### src/dnsp_pkg.sv
// Shared types and constants for the DNS A-record response parser.
`timescale 1ns / 1ps

package dnsp_pkg;

    localparam int unsigned LABEL_LIMIT = 128;

    localparam logic [15:0] QUERY_ID_RESET    = 16'h4741;
    localparam logic [15:0] SERVER_PORT_RESET = 16'd53;
    localparam logic [15:0] FLAG_RESPONSE     = 16'h8000;
    localparam logic [15:0] FLAG_RCODE        = 16'h000F;
    localparam logic [7:0]  LEN_PTR_MASK      = 8'hC0;
    localparam logic [7:0]  LABEL_MAX         = 8'd63;
    localparam logic [7:0]  LABEL_LIMIT_B     = 8'(LABEL_LIMIT);
    localparam logic [15:0] QDCOUNT_ONE       = 16'd1;
    localparam logic [15:0] TYPE_A            = 16'd1;
    localparam logic [15:0] CLASS_IN          = 16'd1;
    localparam logic [15:0] A_RDLENGTH        = 16'd4;

    localparam logic [3:0] HDR_BYTES       = 4'd12;
    localparam logic [3:0] HDR_KEEP_BYTES  = 4'd8;
    localparam logic [3:0] QFIXED_BYTES    = 4'd4;
    localparam logic [3:0] AFIXED_BYTES    = 4'd10;
    localparam logic [3:0] TTL_FIRST       = 4'd4;
    localparam logic [3:0] TTL_END         = 4'd8;

    localparam logic [0:0] REG_QUERY_ID    = 1'b0;
    localparam logic [0:0] REG_SERVER_PORT = 1'b1;

    typedef enum logic [1:0] {
        OUT_FOUND     = 2'd0,
        OUT_NOADDR    = 2'd1,
        OUT_REJECT    = 2'd2,
        OUT_UNDECIDED = 2'd3
    } outcome_t;

    typedef enum logic [10:0] {
        PH_HEADER = 11'b000_0000_0001,
        PH_QLEN   = 11'b000_0000_0010,
        PH_QLABEL = 11'b000_0000_0100,
        PH_QPTR   = 11'b000_0000_1000,
        PH_QFIXED = 11'b000_0001_0000,
        PH_ALEN   = 11'b000_0010_0000,
        PH_ALABEL = 11'b000_0100_0000,
        PH_APTR   = 11'b000_1000_0000,
        PH_AFIXED = 11'b001_0000_0000,
        PH_RSKIP  = 11'b010_0000_0000,
        PH_RADDR  = 11'b100_0000_0000
    } phase_t;

    typedef struct packed {
        logic [7:0]  data_byte;
        logic [15:0] src_port;
        logic        last_byte;
    } word_t;

    typedef struct packed {
        logic [1:0]  status;
        logic [31:0] address;
    } result_t;

    typedef struct packed {
        logic [15:0] expected_query_id;
        logic [15:0] server_port;
    } cfg_t;

endpackage

### src/dns_response_a_record_parser.sv
// Top level of the DNS A-record response parser with its configuration registers.
//
// Usage: the input channel (s_valid/s_ready) carries one UDP payload byte per
// word, with the packet's source port and a last_byte mark on the final word.
// The result channel (m_valid/m_ready) carries one word per packet: status
// (0 address found, 1 no address, 2 rejected) and the IPv4 address when found.
// Configuration: cfg_wr_en with cfg_index 0 writes the expected query id, index 1
// the server port; write only while no packet is in flight.
// Throughput: one payload word per cycle, except that a last word waits while the
// result register is full and m_ready is low, through a single parse step between
// the input register and the result register. The result word is registered in
// the result register, which drives m_valid, once the last word is taken.
// Reset: aresetn low clears both channels, returns the parser to the header
// phase and loads query id 0x4741 and server port 53.
// Stall: while a result waits on m_ready, non-final words keep flowing; a last
// word is held in the input register until the result register frees.
`timescale 1ns / 1ps

module dns_response_a_record_parser (
    input  logic        aclk,
    input  logic        aresetn,
    input  logic        s_valid,
    output logic        s_ready,
    input  logic [7:0]  s_data_byte,
    input  logic [15:0] s_src_port,
    input  logic        s_last_byte,
    output logic        m_valid,
    input  logic        m_ready,
    output logic [1:0]  m_status,
    output logic [31:0] m_address,
    input  logic        cfg_wr_en,
    input  logic [0:0]  cfg_index,
    input  logic [15:0] cfg_wr_data
);
    import dnsp_pkg::*;

    cfg_t    cfg_reg;
    cfg_t    cfg_next;
    word_t   s_word;
    word_t   word;
    logic    word_valid;
    logic    take;
    logic    out_ready;
    logic    res_valid;
    result_t res;

    assign s_word.data_byte = s_data_byte;
    assign s_word.src_port  = s_src_port;
    assign s_word.last_byte = s_last_byte;

    always_comb begin
        cfg_next = cfg_reg;
        if (cfg_wr_en) begin
            case (cfg_index)
                REG_QUERY_ID:    cfg_next.expected_query_id = cfg_wr_data;
                REG_SERVER_PORT: cfg_next.server_port       = cfg_wr_data;
                default:         cfg_next = cfg_reg;
            endcase
        end
    end

    always_ff @(posedge aclk) begin
        if (!aresetn) begin
            cfg_reg.expected_query_id <= QUERY_ID_RESET;
            cfg_reg.server_port       <= SERVER_PORT_RESET;
        end else begin
            cfg_reg <= cfg_next;
        end
    end

    dnsp_in_stage u_in_stage (
        .aclk       (aclk),
        .aresetn    (aresetn),
        .s_valid    (s_valid),
        .s_ready    (s_ready),
        .s_word     (s_word),
        .take       (take),
        .word_valid (word_valid),
        .word       (word)
    );

    dnsp_parse_core u_parse_core (
        .aclk       (aclk),
        .aresetn    (aresetn),
        .cfg        (cfg_reg),
        .word_valid (word_valid),
        .word       (word),
        .out_ready  (out_ready),
        .take       (take),
        .res_valid  (res_valid),
        .res        (res)
    );

    dnsp_out_stage u_out_stage (
        .aclk      (aclk),
        .aresetn   (aresetn),
        .res_valid (res_valid),
        .res       (res),
        .out_ready (out_ready),
        .m_valid   (m_valid),
        .m_ready   (m_ready),
        .m_status  (m_status),
        .m_address (m_address)
    );

endmodule

### src/dnsp_in_stage.sv
// Input register stage holding one accepted payload word.
`timescale 1ns / 1ps

module dnsp_in_stage (
    input  logic           aclk,
    input  logic           aresetn,
    input  logic           s_valid,
    output logic           s_ready,
    input  dnsp_pkg::word_t s_word,
    input  logic           take,
    output logic           word_valid,
    output dnsp_pkg::word_t word
);
    import dnsp_pkg::*;

    logic  valid_reg;
    logic  valid_next;
    word_t word_reg;

    assign s_ready    = !valid_reg || take;
    assign word_valid = valid_reg;
    assign word       = word_reg;

    always_comb begin
        if (s_valid && s_ready) begin
            valid_next = 1'b1;
        end else if (take) begin
            valid_next = 1'b0;
        end else begin
            valid_next = valid_reg;
        end
    end

    always_ff @(posedge aclk) begin
        if (!aresetn) begin
            valid_reg <= 1'b0;
        end else begin
            valid_reg <= valid_next;
        end
    end

    always_ff @(posedge aclk) begin
        if (s_valid && s_ready) begin
            word_reg <= s_word;
        end
    end

endmodule

### src/dnsp_parse_core.sv
// Per-byte DNS response parse state and its next-state logic.
`timescale 1ns / 1ps

module dnsp_parse_core (
    input  logic             aclk,
    input  logic             aresetn,
    input  dnsp_pkg::cfg_t    cfg,
    input  logic             word_valid,
    input  dnsp_pkg::word_t   word,
    input  logic             out_ready,
    output logic             take,
    output logic             res_valid,
    output dnsp_pkg::result_t res
);
    import dnsp_pkg::*;

    phase_t      phase_reg,   phase_next;
    outcome_t    outcome_reg, outcome_next, outcome_final;
    logic [3:0]  bif_reg,     bif_next;
    logic [63:0] header_reg,  header_next;
    logic [15:0] answers_reg, answers_next;
    logic [5:0]  lbl_left_reg, lbl_left_next;
    logic [7:0]  lbl_count_reg, lbl_count_next;
    logic [15:0] rec_left_reg, rec_left_next;
    logic [47:0] fixed_reg,   fixed_next;
    logic [31:0] addr_reg,    addr_next;

    logic [7:0]  b;
    logic [15:0] hdr_id, hdr_flags, hdr_qd;
    logic [15:0] ans_dec;
    logic        answer_name;

    assign b           = word.data_byte;
    assign take        = word_valid && (!word.last_byte || out_ready);
    assign res_valid   = take && word.last_byte;
    assign hdr_id      = header_reg[63:48];
    assign hdr_flags   = header_reg[47:32];
    assign hdr_qd      = header_reg[31:16];
    assign ans_dec     = answers_reg - 16'd1;
    assign answer_name = (phase_reg == PH_ALEN) || (phase_reg == PH_ALABEL) ||
                         (phase_reg == PH_APTR);

    always_comb begin
        phase_next     = phase_reg;
        outcome_next   = outcome_reg;
        bif_next       = bif_reg;
        header_next    = header_reg;
        answers_next   = answers_reg;
        lbl_left_next  = lbl_left_reg;
        lbl_count_next = lbl_count_reg;
        rec_left_next  = rec_left_reg;
        fixed_next     = fixed_reg;
        addr_next      = addr_reg;

        if (outcome_reg == OUT_UNDECIDED) begin
            case (phase_reg)
                PH_HEADER: begin
                    if (bif_reg == 4'd0 && word.src_port != cfg.server_port) begin
                        outcome_next = OUT_REJECT;
                    end else begin
                        if (bif_reg < HDR_KEEP_BYTES) begin
                            header_next = {header_reg[55:0], b};
                        end
                        bif_next = bif_reg + 4'd1;
                        if (bif_next == HDR_BYTES) begin
                            if (hdr_id != cfg.expected_query_id ||
                                (hdr_flags & FLAG_RESPONSE) == 16'd0 ||
                                (hdr_flags & FLAG_RCODE) != 16'd0 ||
                                hdr_qd != QDCOUNT_ONE) begin
                                outcome_next = OUT_REJECT;
                            end else begin
                                answers_next   = header_reg[15:0];
                                phase_next     = PH_QLEN;
                                lbl_count_next = 8'd0;
                                bif_next       = 4'd0;
                            end
                        end
                    end
                end
                PH_QLEN, PH_ALEN: begin
                    if (b == 8'd0) begin
                        bif_next = 4'd0;
                        if (answer_name) begin
                            phase_next = PH_AFIXED;
                            fixed_next = 48'd0;
                        end else begin
                            phase_next = PH_QFIXED;
                        end
                    end else if ((b & LEN_PTR_MASK) == LEN_PTR_MASK) begin
                        phase_next = answer_name ? PH_APTR : PH_QPTR;
                    end else if (b > LABEL_MAX || lbl_count_reg >= LABEL_LIMIT_B) begin
                        outcome_next = OUT_REJECT;
                    end else begin
                        lbl_count_next = lbl_count_reg + 8'd1;
                        lbl_left_next  = b[5:0];
                        phase_next     = answer_name ? PH_ALABEL : PH_QLABEL;
                    end
                end
                PH_QLABEL, PH_ALABEL: begin
                    lbl_left_next = lbl_left_reg - 6'd1;
                    if (lbl_left_next == 6'd0) begin
                        phase_next = answer_name ? PH_ALEN : PH_QLEN;
                    end
                end
                PH_QPTR: begin
                    bif_next   = 4'd0;
                    phase_next = PH_QFIXED;
                end
                PH_APTR: begin
                    bif_next   = 4'd0;
                    phase_next = PH_AFIXED;
                    fixed_next = 48'd0;
                end
                PH_QFIXED: begin
                    bif_next = bif_reg + 4'd1;
                    if (bif_next == QFIXED_BYTES) begin
                        bif_next = 4'd0;
                        if (answers_reg == 16'd0) begin
                            outcome_next = OUT_NOADDR;
                        end else begin
                            phase_next     = PH_ALEN;
                            lbl_count_next = 8'd0;
                        end
                    end
                end
                PH_AFIXED: begin
                    if (bif_reg < TTL_FIRST || bif_reg >= TTL_END) begin
                        fixed_next = {fixed_reg[39:0], b};
                    end
                    bif_next = bif_reg + 4'd1;
                    if (bif_next == AFIXED_BYTES) begin
                        bif_next      = 4'd0;
                        rec_left_next = fixed_next[15:0];
                        if (fixed_next[47:32] == TYPE_A && fixed_next[31:16] == CLASS_IN &&
                            fixed_next[15:0] == A_RDLENGTH) begin
                            phase_next = PH_RADDR;
                            addr_next  = 32'd0;
                        end else if (fixed_next[15:0] == 16'd0) begin
                            answers_next = ans_dec;
                            if (ans_dec == 16'd0) begin
                                outcome_next = OUT_NOADDR;
                            end else begin
                                phase_next     = PH_ALEN;
                                lbl_count_next = 8'd0;
                            end
                        end else begin
                            phase_next = PH_RSKIP;
                        end
                    end
                end
                PH_RSKIP: begin
                    rec_left_next = rec_left_reg - 16'd1;
                    if (rec_left_next == 16'd0) begin
                        answers_next = ans_dec;
                        if (ans_dec == 16'd0) begin
                            outcome_next = OUT_NOADDR;
                        end else begin
                            phase_next     = PH_ALEN;
                            lbl_count_next = 8'd0;
                        end
                    end
                end
                PH_RADDR: begin
                    addr_next     = {addr_reg[23:0], b};
                    rec_left_next = rec_left_reg - 16'd1;
                    if (rec_left_next == 16'd0) begin
                        outcome_next = OUT_FOUND;
                    end
                end
                default: begin
                    outcome_next = OUT_REJECT;
                end
            endcase
        end

        outcome_final = (outcome_next == OUT_UNDECIDED) ? OUT_REJECT : outcome_next;
        res.status    = outcome_final;
        res.address   = (outcome_final == OUT_FOUND) ? addr_next : 32'd0;
    end

    always_ff @(posedge aclk) begin
        if (!aresetn || res_valid) begin
            phase_reg     <= PH_HEADER;
            outcome_reg   <= OUT_UNDECIDED;
            bif_reg       <= 4'd0;
            header_reg    <= 64'd0;
            answers_reg   <= 16'd0;
            lbl_left_reg  <= 6'd0;
            lbl_count_reg <= 8'd0;
            rec_left_reg  <= 16'd0;
            fixed_reg     <= 48'd0;
            addr_reg      <= 32'd0;
        end else if (take) begin
            phase_reg     <= phase_next;
            outcome_reg   <= outcome_next;
            bif_reg       <= bif_next;
            header_reg    <= header_next;
            answers_reg   <= answers_next;
            lbl_left_reg  <= lbl_left_next;
            lbl_count_reg <= lbl_count_next;
            rec_left_reg  <= rec_left_next;
            fixed_reg     <= fixed_next;
            addr_reg      <= addr_next;
        end
    end

`ifndef SYNTHESIS
    a_clear_after_result: assert property (@(posedge aclk) disable iff (!aresetn)
        res_valid |=> (phase_reg == PH_HEADER && outcome_reg == OUT_UNDECIDED))
        else $error("parse state not cleared after result");

    a_decided_holds: assert property (@(posedge aclk) disable iff (!aresetn)
        (outcome_reg != OUT_UNDECIDED && !res_valid) |=> $stable(outcome_reg))
        else $error("decided outcome changed before last word");

    a_status_decided: assert property (@(posedge aclk) disable iff (!aresetn)
        res_valid |-> res.status != OUT_UNDECIDED)
        else $error("result issued without a decision");

    a_address_only_found: assert property (@(posedge aclk) disable iff (!aresetn)
        (res_valid && res.status != OUT_FOUND) |-> res.address == 32'd0)
        else $error("address reported without a found status");

    a_take_needs_word: assert property (@(posedge aclk) disable iff (!aresetn)
        take |-> word_valid)
        else $error("word consumed while input stage empty");
`endif

endmodule

### src/dnsp_out_stage.sv
// Result register driving the output channel.
`timescale 1ns / 1ps

module dnsp_out_stage (
    input  logic             aclk,
    input  logic             aresetn,
    input  logic             res_valid,
    input  dnsp_pkg::result_t res,
    output logic             out_ready,
    output logic             m_valid,
    input  logic             m_ready,
    output logic [1:0]       m_status,
    output logic [31:0]      m_address
);
    import dnsp_pkg::*;

    logic    valid_reg;
    logic    valid_next;
    result_t res_reg;

    assign out_ready = !valid_reg || m_ready;
    assign m_valid   = valid_reg;
    assign m_status  = res_reg.status;
    assign m_address = res_reg.address;

    always_comb begin
        if (res_valid) begin
            valid_next = 1'b1;
        end else if (m_ready) begin
            valid_next = 1'b0;
        end else begin
            valid_next = valid_reg;
        end
    end

    always_ff @(posedge aclk) begin
        if (!aresetn) begin
            valid_reg <= 1'b0;
        end else begin
            valid_reg <= valid_next;
        end
    end

    always_ff @(posedge aclk) begin
        if (res_valid) begin
            res_reg <= res;
        end
    end

endmodule

### config.mk
export PLATFORM = sky130hd
export DESIGN_NAME = dns_response_a_record_parser
export DESIGN_NICKNAME = d
export VERILOG_FILES = /design/src/dnsp_pkg.sv /design/src/dns_response_a_record_parser.sv /design/src/dnsp_in_stage.sv /design/src/dnsp_parse_core.sv /design/src/dnsp_out_stage.sv
export SDC_FILE = /design/constraint.sdc
export NUM_CORES = 1
export LEC_CHECK = 0
export BUFFER_PORTS_ARGS = -buffer_cell sky130_fd_sc_hd__clkbuf_2
export CORE_ASPECT_RATIO = 1.1
export CORE_MARGIN = 2
export CORE_UTILIZATION = 50
export DETAILED_ROUTE_END_ITERATION = 10
export PLACE_DENSITY = 0.68
export SETUP_SLACK_MARGIN = 0.2
export SYNTH_ARGS = -nofsm -noshare
export SYNTH_HDL_FRONTEND = slang
export SYNTH_SLANG_ARGS = --single-unit
export TNS_END_PERCENT = 30
### constraint.sdc
create_clock -name aclk -period 8 [get_ports aclk]
set_clock_uncertainty 0.05 [all_clocks]
set_input_delay 1.6 -clock aclk [delete_from_list [all_inputs] [get_ports aclk]]
set_output_delay 1.6 -clock aclk [all_outputs]
set_load 0.01 [all_outputs]
; Word level (Yosys, flattened, before mapping)
; Cells that the tools add are included.
[totals]
latchBits = 0
out_inout_bits = 36
wordCells = 210
reg_bits = 300
ramBits = 0
in_bits = 47
n_memories = 0
romBits = 0
[op_classes]
muxes = 85
mul = 0
n_eq_ne = 39
add_sub_neg = 5
n_reduce_logical = 55
shifts = 0
magnitude_cmp = 5
div = 0
bitwise = 2
[ops]
columns = cell, count
row1 = $mux 48, 5
row2 = $mux 11, 14
row3 = $pmux 48 s3, 1
row4 = $mux 16, 8
row5 = $mux 8, 14
row6 = $mux 32, 3
row7 = $pmux 11 s8, 1
row8 = $logic_not 16->1, 5
row9 = $pmux 32 s2, 1
row10 = $pmux 16 s3, 1
row11 = $pmux 8 s5, 1
row12 = $eq 16x1->1 const B, 2
row13 = $mux 2, 16
row14 = $ne 16x16->1, 2
row15 = $pmux 16 s2, 1
row16 = $sub 16x1->16 const B, 2
row17 = $mux 4, 6
row18 = $mux 6, 4
row19 = $pmux 4 s5, 1
row20 = $eq 16x3->1 const B, 1
row21 = $ne 16x1->1 const B, 1
row22 = $ne 2x1->1 const B, 8
row23 = $reduce_bool 16->1, 1
row24 = $reduce_and 15->1, 1
row25 = 49 further kinds, 91

; Longest topological paths before layout
[logic_depth]
ltp_word = 15
ltp_mapped = 12
ltp_nobuf = 10

; Cells and area by module
; Synthesis repeated with hierarchy kept, for this count alone.
[unflattened]
cells_unflattened = 1529
hier_area_um2 = 13955.9
[modules_own_cells]
columns = module, seq_area_each_um2, cells_per_inst, n_inst, area_each_um2
row1 = dnsp_parse_core, 4144.0, 1325, 1, 10812.9
row2 = dns_response_a_record_parser, 640.6, 136, 1, 1265.0
row3 = dnsp_out_stage, 1041.0, 38, 1, 1069.8
row4 = dnsp_in_stage, 770.7, 30, 1, 808.3

; Worst setup path before layout
; No wires, ideal clock.
[synth_path]
path_kind = input-to-reg
from = input m_ready
to = register u_parse_core.fixed_reg[40]
setup_slack_ns = 4.467
arrival_time_ns = 3.356
path_stages = 11
t_required_ns = 7.822
setup_ns = 0.128
cell_sequence = nand2b_1 o21ai_0 nor2_1 o21ai_0 or2_2 clkbuf_1 nor2_1 buf_2 buf_2 a22oi_1 nor2_1
[synth_between]
elab_chain_len = 5
elab_cells_between_ends = 6
classes_between = reduce/logical: 6
[synth_rtl]
columns = element, line
row1 = "start, declared", dns_response_a_record_parser.sv:28  ; input logic m_ready,
row2 = $logic_or 1x1->1 (*), dnsp_out_stage.sv:21  ; assign out_ready = !valid_reg || m_ready;
row3 = $logic_or 1x1->1 (*), dnsp_parse_core.sv:34  ; assign take = word_valid && (!word.last_byte || out_ready);
row4 = $logic_and 1x1->1 (*), dnsp_parse_core.sv:34
row5 = branches (longest 2 deep; another with $reduce_and 5->1), n/a
row6 = "end signal, assigned", dnsp_parse_core.sv:202  ; fixed_reg <= fixed_next;
row7 = "end, declared", dnsp_parse_core.sv:25  ; logic [47:0] fixed_reg, fixed_next;
; Mark *: on every way between the ends.
; A chain may end at the register's enable or synchronous reset.

; Final worst setup path
[layout_path]
from = register u_parse_core.bif_reg[2]
to = register u_parse_core.addr_reg[13]
[layout_between]
elab_chain_len = 12
elab_cells_between_ends = 17
classes_between = add/sub: 1 / order compare: 2 / eq/ne: 4 / mux: 7 / reduce/logical: 3
[layout_rtl]
columns = element, line
row1 = "start, declared", dnsp_parse_core.sv:19  ; logic [3:0] bif_reg, bif_next;
row2 = "start signal, assigned", dnsp_parse_core.sv:196  ; bif_reg <= bif_next;
row3 = $lt 4x3->1 or $ge 4x4->1 (tied branches), dnsp_parse_core.sv:127  ; if (bif_reg < TTL_FIRST || bif_reg >= TTL_END) begin
row4 = $logic_or 1x1->1, dnsp_parse_core.sv:127
row5 = $mux 48, dnsp_parse_core.sv:127
row6 = $mux 48, dnsp_parse_core.sv:56  ; case (phase_reg)
row7 = $mux 48, dnsp_parse_core.sv:55  ; if (outcome_reg == OUT_UNDECIDED) begin
row8 = $eq 16x1->1, dnsp_parse_core.sv:134  ; if (fixed_next[47:32] == TYPE_A && fixed_next[31:16] == CLASS_IN &&
row9 = $logic_and 1x1->1 (2 in series), dnsp_parse_core.sv:134
row10 = $mux 32, dnsp_parse_core.sv:134
row11 = $mux 32 (*), dnsp_parse_core.sv:131  ; if (bif_next == AFIXED_BYTES) begin
row12 = $pmux 32 s2 (*), dnsp_parse_core.sv:56
row13 = $mux 32 (*), dnsp_parse_core.sv:55
row14 = "end signal, assigned", dnsp_parse_core.sv:203  ; addr_reg <= addr_next;
row15 = "end, declared", dnsp_parse_core.sv:26  ; logic [31:0] addr_reg, addr_next;
; Every way passes the cells marked *; elsewhere a longest branch is shown, timed or not. The select of a mux whose other input is x is not followed.

==> impl_results.md <==
* Worst-path maximum fanout at 32
* DR pass1 iterations at 5
* Post-DR vias/cell at 5.834
* Global-route wire length before repair at between 50,000 and 60,000 um
* Residual DRC at 0
* Core area at 27,040 um^2
* Mapped Area at 13,760 um^2
* Max Freq at 240.2 MHz
* Fin crit share at 0.5203
* Most frequent cells in the layout: nor2_1 (246), dfxtp_1 (241), nand2_1 (162)
* Buffers on Ports at 82
* Max-cap violations at 0
* Initial antenna violation count at 0
* Prevailing post-synth register cell: dfxtp_1
* Synth Instances at 1,551
* RR Endpoint: u_parse_core.addr_reg[13]$_SDFFE_PP0P_
* HP Class: register to register
* GRT busiest layer: met2
* Hold Path Depth at 2
* Total number of vias at 11,428
* Unrepaired setup endpoints after global routing: false
* # hold bufs at CTS at 0
* Final Slew Violations at 0
* Worst endpoint data arrival time at 4.48 ns
* DR WL/cell at 17.46 um
* Synthesis-stage register bit count at 300
* Pwr Total at 3.344 mW
* DP Worst Slack at 3.685 ns
* CP Capture Type: register
* Clock tree buffer depth at 3
* Met2 GRT Util at 0.4016
* Startpoint types: register
* Pwr dens at 215.4 nW/um^2
* R2r startpoint: u_parse_core.bif_reg[2]$_SDFFE_PP0P_
* Final ANT Viol Nets at 0
* Fin crit period at about 4.2 ns
* I/O pin cnt at 83
* # H-tree levels at 2
* Layout cells sized above 1 at 0.1136
* Initial DRC count at 913
* Max-slew headroom at 0.2244
* Global Route met1 Usage at 0.3026
* Yosys top cell area share at 0.3505
* Post-synth top area cell: dfxtp_1
* TNS Setup at 0 ns
* Synth-to-Final Area Change at 12.84%
* Vias in the first global route at roughly 11,000
* Nets@finish at 1,635
* GR Util All Layers at 0.2370
* Fin Hold WS at 0.4293 ns
* Final instance area at 15,530 um^2
* Clock root buffer: clkbuf_16
* Count of cell types in the netlist at between 70 and 80
* Final Hold Fails at 0
* Final setup margin at 3.837 ns
* Antenna Cells at 0
* Max VDD drop at 0.1715 mV
* DIE WIDTH at between 150 and 200 um
* Worst R2R Path Depth at 8
* Final Setup Violations at 0
* Worst Tran Pin Value at 1.163 ns
* Die area at 28,870 um^2
* Avg Inst Size Synth at 8.874 um^2
* GRT overflow at 0
* CTS Buf Count at 34
* Die Ht at 178.0 um
* Clk sinks at 300
* Hold EP: cfg_reg[23]$_SDFFE_PN0P_
* PostCTS Resize Cnt at 0
* Post-synthesis async set-or-reset flop share at 0
* WL final at approximately 34,000 um
* Synth area leaders: dfxtp_1 (35%), edfxtp_1 (13%), nor2_1 (6.8%)
* Critical Path RT at 8.32 ns
* Grt met3 use at 0.04232
* Number of synthesized flops with an enable pin at a little under 60
* P_leak at around 5.2 nW
* Status: completed
* Clk_lat worst skew at roughly 0.53 ns
* Hold path start: cfg_reg[23]$_SDFFE_PN0P_
* Commonest non-fill, non-tap cell in the layout: nor2_1
* CTS tree: yes
* # Post-CTS Setup Buffers at 0
* RePlAce Congestion at 0.9332
* Synth Warn # at 0
* FF-to-FF setup slack at approximately 3.8 ns
* Max FFs per register at 64
* Placement Cell Area at 14,330 um^2
* Clk pin slew, worst setup/hold paths at 0.06 ns
* Row count at 63
* Share of the yosys chip area belonging to registers at 0.4793
* Largest net degree at the start of global routing at 94
* Initial core utilization at 0.5090
* Synthesized Nets at 1,610
* WS Path Type: register to register
* Hpwl dp at 22,540 um
==> final cells by class <==
class | count | area, um^2
timing repair buffer | 96 | 515.5
inverter | 24 | 90.09
tap | 357 | 446.7
clock buffer | 45 | 943.4
sequential | 300 | 6596
fill | 2389 | 11510
clock inverter | 17 | 254.0
multi-input combinational | 1120 | 6684
==> report_power, final <==
group | leakage [nW] | switching (mW) | internal (mW)
sequential | 2.46 | 0.0215 | 1.56
clock | 0.589 | 0.630 | 1.03
combinational | 2.19 | 0.0636 | 0.0335
total | 5.24 | 0.715 | 2.63
==> cell families (layout without fill, tap and decap cells) <==
| logic type | count (synthesis) | after routing | synth area share |
|---|---|---|---|
| xor gates and xnor gates | 47 | 47 | 0.02991 |
| DFF | 300 | 300 | 0.4793 |
| adders and majority gates | 12 | 12 | 0.01091 |
| and+or+nand+nor | 642 | 642 | 0.2169 |
| AOI/OAI and AO/OA | 340 | 340 | 0.1667 |
| buffers and inverters | 131 | 182 | 0.03873 |
| muxes | 79 | 79 | 0.05755 |
==> critical path, stage by stage, from the launching register on <==
cell and delay [ns]:
dfxtp_1 0.56, nor2b_2 0.93, mux2i_1 0.36, a2111oi_0 0.38, o2111ai_1 0.25, o21ai_0 0.28, nand2_1 0.70, a22oi_1 0.42
nor2_1 0.07
==> metal layers <==
layer | vias to the layer above | wire [um]
li1 | 5609 | -
met1 | 5387 | 14490
met2 | 350 | 16520
met3 | 82 | 1995
met4 | 0 | 1193
met5 | - | 0
==> synthesized netlist by cell type (21+ instances only) <==
cell      instances
nand2_1         163
clkbuf_1         84
mux2i_1          78
dfxtp_1         241
edfxtp_1         59
nand4_1          21
a22oi_1         112
xnor2_1          42
nor3_1           40
o21ai_0          64
nor2_1          248
nand3_1          52
a21boi_0         24
nor4_1           26
inv_1            24
a21oi_1          65
==> how the worst max path moves through the flow <==
stage / start / to / slack, ns
2_1_floorplan: m_ready / u_parse_core.fixed_reg[40]$_SDFFE_PP0P_ / 4.47
3_3_place_gp: m_ready / u_parse_core.answers_reg[12]$_SDFFE_PP0P_ / 3.78
3_5_place_dp: m_ready / u_parse_core.answers_reg[12]$_SDFFE_PP0P_ / 3.68
4_1_cts: u_parse_core.bif_reg[2]$_SDFFE_PP0P_ / u_parse_core.addr_reg[30]$_SDFFE_PP0P_ / 3.89
5_1_grt: u_parse_core.bif_reg[2]$_SDFFE_PP0P_ / u_parse_core.addr_reg[13]$_SDFFE_PP0P_ / 3.37
6_report: u_parse_core.bif_reg[2]$_SDFFE_PP0P_ / u_parse_core.addr_reg[13]$_SDFFE_PP0P_ / 3.84
==> metrics by stage <==
stage               cells  utilization
global route         1959       0.5744
CTS                  1959       0.5744
floorplan            1551            -
detailed placement   1897       0.5301
global placement     1897       0.5301
finish               1959       0.5744
(Power assumes the default switching activity.)
